## config.mk

```make
export PLATFORM = sky130hd
export DESIGN_NAME = deque_with_exchange_sort
export DESIGN_NICKNAME = d
export VERILOG_FILES = /design/src/rtl/dqxs_pkg.sv /design/src/rtl/dqxs_ram.sv /design/src/rtl/deque_with_exchange_sort.sv
export SDC_FILE = /design/constraint.sdc
export NUM_CORES = 1
export LEC_CHECK = 0
export ABC_AREA = 1
export BUFFER_PORTS_ARGS = -buffer_cell sky130_fd_sc_hd__buf_2
export CAP_MARGIN = 20
export CORE_MARGIN = 1.5
export CORE_UTILIZATION = 65
export CTS_CLUSTER_DIAMETER = 150
export CTS_CLUSTER_SIZE = 20
export DETAILED_ROUTE_END_ITERATION = 12
export PLACE_DENSITY = 0.83
export SETUP_SLACK_MARGIN = 0.5
export SYNTH_ARGS = -nofsm -noshare
export SYNTH_HDL_FRONTEND = slang
export SYNTH_HIERARCHICAL = 1
export SYNTH_SLANG_ARGS = --single-unit
```

## constraint.sdc

```tcl
create_clock -name i_clk -period 7.19 [get_ports i_clk]
set_clock_uncertainty 0.1 [all_clocks]
set_input_delay 0 -clock i_clk [delete_from_list [all_inputs] [get_ports i_clk]]
set_output_delay 0 -clock i_clk [all_outputs]
set_load 0.01 [all_outputs]
```

## src/rtl/dqxs_pkg.sv

```systemverilog
// shared constants and types for the deque with exchange sort
// no dependencies; imported by every module of the block
package dqxs_pkg;

    localparam int DEPTH_DEFAULT = 16;
    localparam int VALUE_W       = 32;
    localparam int OP_W          = 2;
    localparam int CNT_OUT_W     = 5;
    localparam int STATUS_W      = 2;

    // operation codes
    localparam logic [OP_W-1:0] OP_PUSH_HEAD = 2'd0;
    localparam logic [OP_W-1:0] OP_PUSH_TAIL = 2'd1;
    localparam logic [OP_W-1:0] OP_POP_TAIL  = 2'd2;
    localparam logic [OP_W-1:0] OP_SORT      = 2'd3;

    // status codes
    localparam logic [STATUS_W-1:0] ST_OK    = 2'd0;
    localparam logic [STATUS_W-1:0] ST_EMPTY = 2'd1;
    localparam logic [STATUS_W-1:0] ST_FULL  = 2'd2;

    // one result transfer
    typedef struct packed {
        logic signed [VALUE_W-1:0] value;
        logic [CNT_OUT_W-1:0]      count;
        logic [STATUS_W-1:0]       status;
    } t_result;

endpackage

```

## src/rtl/dqxs_ram.sv

```systemverilog
// generic single-write, single-read memory with registered read data
// depends on dqxs_pkg for default sizes
module dqxs_ram
    import dqxs_pkg::*;
#(
    parameter int WIDTH = VALUE_W,
    parameter int DEPTH = DEPTH_DEFAULT
) (
    input  logic                     i_clk,
    input  logic                     i_wr_en,
    input  logic [$clog2(DEPTH)-1:0] i_wr_addr,
    input  logic [WIDTH-1:0]         i_wr_data,
    input  logic                     i_rd_en,
    input  logic [$clog2(DEPTH)-1:0] i_rd_addr,
    output logic [WIDTH-1:0]         o_rd_data
);

    logic [WIDTH-1:0] r_mem [DEPTH];
    logic [WIDTH-1:0] r_rd_data;

    always_ff @(posedge i_clk) begin
        if (i_wr_en) begin
            r_mem[i_wr_addr] <= i_wr_data;
        end
        // read data holds while no read is issued
        if (i_rd_en) begin
            r_rd_data <= r_mem[i_rd_addr];
        end
    end

    assign o_rd_data = r_rd_data;

endmodule

```

## src/rtl/deque_with_exchange_sort.sv

```systemverilog
// top level of the bounded deque of signed values with in-place exchange sort
// depends on dqxs_pkg and dqxs_ram
//
// Bounded double-ended queue of DEPTH signed 32-bit values kept in a circular
// store in one RAM (one write and one registered read port). Each input
// transfer carries one operation (push at head, push at tail, pop from tail,
// sort ascending head to tail) and yields exactly one output transfer with
// the popped value, the entry count after the operation and a status. A push
// is written when accepted, and the next operation may follow at once unless
// the output is stalled. A pop reads the tail entry from the RAM, and S_POP
// passes it to the output register once that is free. A sort makes one signed
// compare per cycle in S_CMP on the shared comparator, with the running value
// of the current position held in a register and each later position read,
// compared and written back through the single RAM read and write ports.
// The input is stalled while an operation is in progress and while a finished
// result waits in the output register with the output stalled. The store is
// not cleared at reset; only entries written since are ever read.
module deque_with_exchange_sort
    import dqxs_pkg::*;
#(
    parameter int DEPTH = DEPTH_DEFAULT
) (
    input  logic                        i_clk,
    input  logic                        i_rst_n,
    // input channel
    input  logic                        i_in_valid,
    output logic                        o_in_stall,
    input  logic [OP_W-1:0]             i_operation,
    input  logic signed [VALUE_W-1:0]   i_value,
    // output channel
    output logic                        o_out_valid,
    input  logic                        i_out_stall,
    output logic signed [VALUE_W-1:0]   o_popped_value,
    output logic [CNT_OUT_W-1:0]        o_entry_count,
    output logic [STATUS_W-1:0]         o_status
);

    localparam int AW = $clog2(DEPTH);       // store address width
    localparam int CW = $clog2(DEPTH + 1);   // count width, holds DEPTH itself
    localparam int SW = CW + 1;              // head plus offset, before wrap

    typedef enum logic [2:0] {
        S_IDLE,
        S_POP,      // tail read in flight, result on next free output slot
        S_CAP_I,    // capture value at position i, read position j
        S_CMP,      // compare held value against position j, swap if greater
        S_WR_I,     // write back the smallest value found for position i
        S_DONE      // sort finished, hand out the result
    } t_state;

    // physical slot of logical position k (0 is the head)
    function automatic logic [AW-1:0] wrap_slot(input logic [AW-1:0] base,
                                                input logic [CW-1:0] k);
        logic [SW-1:0] s;
        s = SW'(base) + SW'(k);
        if (s >= SW'(DEPTH)) begin
            s = s - SW'(DEPTH);
        end
        return s[AW-1:0];
    endfunction

    // state and registered outputs
    t_state                    r_state, n_state;
    logic [AW-1:0]             r_head, n_head;
    logic [CW-1:0]             r_count, n_count;
    logic [CW-1:0]             r_i, n_i;          // sort: outer position
    logic [CW-1:0]             r_j, n_j;          // sort: inner position
    logic signed [VALUE_W-1:0] r_x, n_x;          // sort: running value of position i
    logic                      r_out_valid, n_out_valid;
    t_result                   r_out, n_out;

    // ram port controls
    logic                      ram_we;
    logic [AW-1:0]             ram_waddr;
    logic [VALUE_W-1:0]        ram_wdata;
    logic                      ram_re;
    logic [AW-1:0]             ram_raddr;
    logic [VALUE_W-1:0]        ram_rdata;
    logic signed [VALUE_W-1:0] rd_value;

    logic                      in_accept;
    logic                      out_free;
    logic [AW-1:0]             head_dec;

    dqxs_ram #(
        .WIDTH (VALUE_W),
        .DEPTH (DEPTH)
    ) u_store (
        .i_clk     (i_clk),
        .i_wr_en   (ram_we),
        .i_wr_addr (ram_waddr),
        .i_wr_data (ram_wdata),
        .i_rd_en   (ram_re),
        .i_rd_addr (ram_raddr),
        .o_rd_data (ram_rdata)
    );

    assign rd_value = $signed(ram_rdata);

    // output slot is free if empty or being drained this cycle
    assign out_free   = !r_out_valid || !i_out_stall;
    assign o_in_stall = !i_rst_n || (r_state != S_IDLE) || !out_free;
    assign in_accept  = i_in_valid && !o_in_stall;

    // head moves down one slot on a push at the head
    assign head_dec = (r_head == '0) ? AW'(DEPTH - 1) : (r_head - AW'(1));

    always_comb begin
        n_state     = r_state;
        n_head      = r_head;
        n_count     = r_count;
        n_i         = r_i;
        n_j         = r_j;
        n_x         = r_x;
        n_out       = r_out;
        n_out_valid = r_out_valid && i_out_stall;
        ram_we      = 1'b0;
        ram_waddr   = r_head;
        ram_wdata   = r_x;
        ram_re      = 1'b0;
        ram_raddr   = r_head;

        case (r_state)
            S_IDLE: begin
                if (in_accept) begin
                    case (i_operation)
                        OP_PUSH_HEAD, OP_PUSH_TAIL: begin
                            n_out_valid = 1'b1;
                            n_out.value = '0;
                            if (r_count == CW'(DEPTH)) begin
                                // full: drop the value
                                n_out.count  = CNT_OUT_W'(r_count);
                                n_out.status = ST_FULL;
                            end else begin
                                ram_we    = 1'b1;
                                ram_wdata = i_value;
                                if (i_operation == OP_PUSH_HEAD) begin
                                    ram_waddr = head_dec;
                                    n_head    = head_dec;
                                end else begin
                                    ram_waddr = wrap_slot(r_head, r_count);
                                end
                                n_count      = r_count + CW'(1);
                                n_out.count  = CNT_OUT_W'(r_count + CW'(1));
                                n_out.status = ST_OK;
                            end
                        end
                        OP_POP_TAIL: begin
                            if (r_count == '0) begin
                                n_out_valid  = 1'b1;
                                n_out.value  = '0;
                                n_out.count  = '0;
                                n_out.status = ST_EMPTY;
                            end else begin
                                ram_re    = 1'b1;
                                ram_raddr = wrap_slot(r_head, r_count - CW'(1));
                                n_count   = r_count - CW'(1);
                                n_state   = S_POP;
                            end
                        end
                        default: begin
                            // sort; nothing to do below two entries
                            if (r_count < CW'(2)) begin
                                n_out_valid  = 1'b1;
                                n_out.value  = '0;
                                n_out.count  = CNT_OUT_W'(r_count);
                                n_out.status = ST_OK;
                            end else begin
                                n_i       = '0;
                                ram_re    = 1'b1;
                                ram_raddr = r_head;
                                n_state   = S_CAP_I;
                            end
                        end
                    endcase
                end
            end
            S_POP: begin
                // read data holds until taken
                if (out_free) begin
                    n_out_valid  = 1'b1;
                    n_out.value  = rd_value;
                    n_out.count  = CNT_OUT_W'(r_count);
                    n_out.status = ST_OK;
                    n_state      = S_IDLE;
                end
            end
            S_CAP_I: begin
                n_x       = rd_value;
                n_j       = r_i + CW'(1);
                ram_re    = 1'b1;
                ram_raddr = wrap_slot(r_head, r_i + CW'(1));
                n_state   = S_CMP;
            end
            S_CMP: begin
                // shared signed comparator; equal values stay in place
                if (r_x > rd_value) begin
                    ram_we    = 1'b1;
                    ram_waddr = wrap_slot(r_head, r_j);
                    ram_wdata = r_x;
                    n_x       = rd_value;
                end
                if ((r_j + CW'(1)) < r_count) begin
                    n_j       = r_j + CW'(1);
                    ram_re    = 1'b1;
                    ram_raddr = wrap_slot(r_head, r_j + CW'(1));
                end else begin
                    n_state = S_WR_I;
                end
            end
            S_WR_I: begin
                ram_we    = 1'b1;
                ram_waddr = wrap_slot(r_head, r_i);
                ram_wdata = r_x;
                if ((r_i + CW'(2)) < r_count) begin
                    n_i       = r_i + CW'(1);
                    ram_re    = 1'b1;
                    ram_raddr = wrap_slot(r_head, r_i + CW'(1));
                    n_state   = S_CAP_I;
                end else begin
                    n_state = S_DONE;
                end
            end
            S_DONE: begin
                if (out_free) begin
                    n_out_valid  = 1'b1;
                    n_out.value  = '0;
                    n_out.count  = CNT_OUT_W'(r_count);
                    n_out.status = ST_OK;
                    n_state      = S_IDLE;
                end
            end
            default: begin
                n_state = S_IDLE;
            end
        endcase
    end

    always_ff @(posedge i_clk) begin
        if (!i_rst_n) begin
            r_state     <= S_IDLE;
            r_head      <= '0;
            r_count     <= '0;
            r_i         <= '0;
            r_j         <= '0;
            r_out_valid <= 1'b0;
        end else begin
            r_state     <= n_state;
            r_head      <= n_head;
            r_count     <= n_count;
            r_i         <= n_i;
            r_j         <= n_j;
            r_out_valid <= n_out_valid;
        end
        // payload, no reset
        r_x   <= n_x;
        r_out <= n_out;
    end

    assign o_out_valid    = r_out_valid;
    assign o_popped_value = r_out.value;
    assign o_entry_count  = r_out.count;
    assign o_status       = r_out.status;

`ifndef SYNTHESIS
    // occupancy never goes past the store size
    a_count_bound: assert property (@(posedge i_clk) disable iff (!i_rst_n)
        r_count <= CW'(DEPTH))
        else $error("entry count above depth");

    // sort never writes and reads the same slot in one cycle
    a_no_same_slot: assert property (@(posedge i_clk) disable iff (!i_rst_n)
        (ram_we && ram_re) |-> (ram_waddr != ram_raddr))
        else $error("ram read and write collide");

    // a pop on a non-empty queue removes exactly one entry
    a_pop_dec: assert property (@(posedge i_clk) disable iff (!i_rst_n)
        (in_accept && (i_operation == OP_POP_TAIL) && (r_count != '0))
        |=> (r_count == $past(r_count) - CW'(1)))
        else $error("pop did not decrement count");

    // count changes only when an operation is accepted
    a_busy_stable: assert property (@(posedge i_clk) disable iff (!i_rst_n)
        (i_rst_n && (r_state != S_IDLE)) |=> $stable(r_count))
        else $error("count moved while busy");
`endif

endmodule

```

==> impl_metrics.tcl <==
set metrics [dict create \
    status "complete, but fails checks" \
    failed_checks "negative hold slack" \
    detailedRoute.firstIterationViolations 2831 \
    syn2layout_area_growth_pct 6.36 \
    critical_path.max_fanout 176 \
    drtPass1Iterations 6 \
    power.density_cell_area_mw_per_mm2 218 \
    cts_root_buf "clkbuf_16" \
    tritoncts.num_buffers 37 \
    antennaDiodeCount 0 \
    initial_core_util 0.662 \
    placed_cell_area_sq_mm 0.0301 \
    rsz0062_at_grt "false" \
    synth_seq_cells 638 \
    drive_above_1_share 0.0699 \
    syn-num-nets 2967 \
    netlist.area_leader.share 0.630 \
    first_global_vias 20200 \
    synth_area_leaders "edfxtp_1, nand2_1, nand3_1, inv_1, ha_1" \
    routed_wire_length_per_instance_um 21.2 \
    die_area_sq_mm 0.0464 \
    initial_antenna_violation_count 0 \
    post_drt_via_cell_ratio 5.97 \
    internal_power_mw 5.24 \
    critical_path.startpoint_type "flop" \
    finalCritPeriodShare 0.698 \
    grt_start_max_net_pins 177 \
    post-route-drc-count 0 \
    setup.worst_path.class "reg2reg" \
    report.final.setup_viol 0 \
    yosys_warnings 6 \
    num_rows 77 \
    post_synth_inst_count 2859 \
    clock_power_share 0.309 \
    postRouteWirelength_um 74200 \
    power.switching_fraction 0.231 \
    portBuffers 78 \
    number_of_vias_in_the_routed_layout 20900 \
    min_path_cells 3 \
    path_clk_slew_ns 0.09 \
    cts_max_level 2 \
    number_of_violations_of_the_max_capacitance_limit 0 \
    power.switching_mw 1.58 \
    route.antenna.remaining_nets 0 \
    worst_skew_pair.late_latency_ns 0.59 \
    gr-usage-all-layers 0.320 \
    relSlewSlack 0.244 \
    arrival_worst_endpoint_ns 5.22 \
    fmax_mhz 199 \
    worst_hold_slack_ns -0.00567 \
    fin_tns_setup_ns 0 \
    floorplan_die_width_um 215 \
    ys_types 46 \
    tightestPinTransition_ns 1.13 \
    fin_crit_ns 5.02 \
    syn_avg_cell_area_sq_um 10.3 \
    numClockSinks 638 \
    power_frac_comb 0.083 \
    final_net_count 3005 \
    hold_viol_final 16 \
    count_of_cells_along_the_worst_register_to_register_path 20 \
    final_area_sq_mm 0.0312 \
    io_pins 79 \
    worstSetupEndpointType "flop" \
    ys_seq_area_frac 0.646 \
    first_pass_grt_wire_length_um 113000 \
    cts_max_path_buffers 3 \
    slew_viol_final 0 \
    vdd_drop_max_uv 174 \
    dp_hpwl_um 42900 \
    hold_path_class "in2reg" \
    grt_remaining_overflow 0 \
    seq_power_share 0.608 \
    cellLeakagePower_nw 13.3 \
    netlist.top_cell.by_area "edfxtp_1" \
    cp_data_required_time_ns 7.39 \
    floorplan.die.height_um 215 \
    post_synth_instance_area_sq_mm 0.0293 \
    core_area_sq_mm 0.0443 \
    tritoncts "done" \
    finalWeightedCongestion 0.957 \
]
## area by class of cell
type                    count  area (sq um)
clock buffers              43           970
clock inverters             2          20.0
fillers                  2995         13100
inverters                 480          1820
multi-input cells        1619          7960
flip-flops and latches    638         18900
well taps                 592           741
repair buffers            121           751
## cell usage in the layout (no fill, tap or decap), drive strengths merged, types with 9 or more instances in the layout
cell,n
clkbuf,43
nor2,90
nand3,423
nand4,11
dfxtp,23
a21oi,44
o211ai,9
dlygate4sd3,10
buf,111
xnor2,13
inv,478
ha,64
o21ai,32
nand2,882
edfxtp,615
xor2,17
## flip-flops by register name, indices dropped and copies added, names as in the netlist
register / flops
o_entry_count: 5
u_store/o_rd_data: 32
r_x: 32
r_head: 4
r_i: 5
o_status: 2
o_popped_value: 32
r_j: 5
r_count: 5
o_out_valid: 1
u_store/r_mem: 512
r_state: 3
## worst max-delay path, stage by stage, from the launching register on
cell     delay, ns
dfxtp_1       0.42
ha_1          0.22
nand3_1       0.10
xor2_1        0.14
inv_1         0.07
ha_1          0.29
nand2_1       0.07
or2_2         0.29
nand3_1       0.09
inv_1         0.06
o21ai_0       0.25
or2_2         0.21
nand2_1       0.05
nand4_1       0.23
buf_12        0.63
buf_4         0.84
nand2_1       0.15
nand3_1       0.12
nand3_1       0.09
nand3_1       0.14
nand2_1       0.14
## logic make-up (layout without fill, tap and decap cells)
kind of cell	after synthesis	in the layout	synth area share
AND/OR/NAND/NOR	1412	1412	0.204
flip-flops	638	638	0.646
buffers and inverters	602	646	0.0886
AO/OA/AOI/OAI	107	107	0.0217
adder cells (fa/ha/maj)	70	70	0.0314
XOR/XNOR	30	30	0.00896
## cell usage after synthesis, drive strengths merged
cell	instances
clkbuf	21
o2111ai	3
a221oi	1
o211ai	9
ha	64
nor3	1
nand3	423
o22ai	4
dfxtp	23
a31oi	3
a32oi	1
fa	6
edfxtp	615
nor4	1
xor2	17
a21oi	44
inv	479
o221ai	1
xnor2	13
or2	4
nor2	90
clkinv	1
a211oi	4
nand4	11
buf	101
o21ai	32
o211a	2
nand2	882
a21o	3
## final timing paths
kind,start,end,slack [ns]
setup / recovery,r_j[1],u_store/o_rd_data[29],2.17
setup reg to reg,r_j[1],u_store/o_rd_data[29],2.17
hold reg to reg,u_store/o_rd_data[26],r_x[26],0.35
hold / removal,i_value[3],u_store/r_mem[15][3],-0.006
## what timing repair did
| action | CTS | global route |
|---|---|---|
| endpoints found under the hold margin | 37 | 0 |
| gates resized for setup | 0 | 0 |
| hold buffers | 10 | 0 |
| setup buffers | 0 | 0 |
| setup endpoints to repair | 0 | 0 |
## per-stage QoR
stage	utilization	std cells	hold slack (ns)	power, mW	setup WS, ns
floorplan	-	2859	0.0383	4.61	2.54
global placement	0.679	3440	0.310	4.76	2.38
detailed placement	0.679	3440	0.311	4.78	2.26
CTS	0.704	3495	0.000882	6.82	2.25
global route	0.704	3495	0.0616	6.99	1.89
finish	0.704	3495	-0.00567	6.81	2.17
## power groups by stage
| stage | clock network, mW | logic (mW) | registers [mW] |
|---|---|---|---|
| after floorplan | 0 | 0.379 | 4.23 |
| after detailed placement | 0 | 0.549 | 4.23 |
| final | 2.10 | 0.568 | 4.14 |
| after global placement | 0 | 0.531 | 4.22 |
| after global routing | 2.23 | 0.618 | 4.15 |
| after CTS | 2.12 | 0.557 | 4.14 |
## routing by layer
metal	track usage	wire [um]	share of wire
met1	0.433	27500	0.37
met2	0.518	35100	0.47
met3	0.0537	8420	0.11
met4	0.135	3160	0.043
met5	0	0	0
No activity file was read; power rests on OpenSTA's default activity.
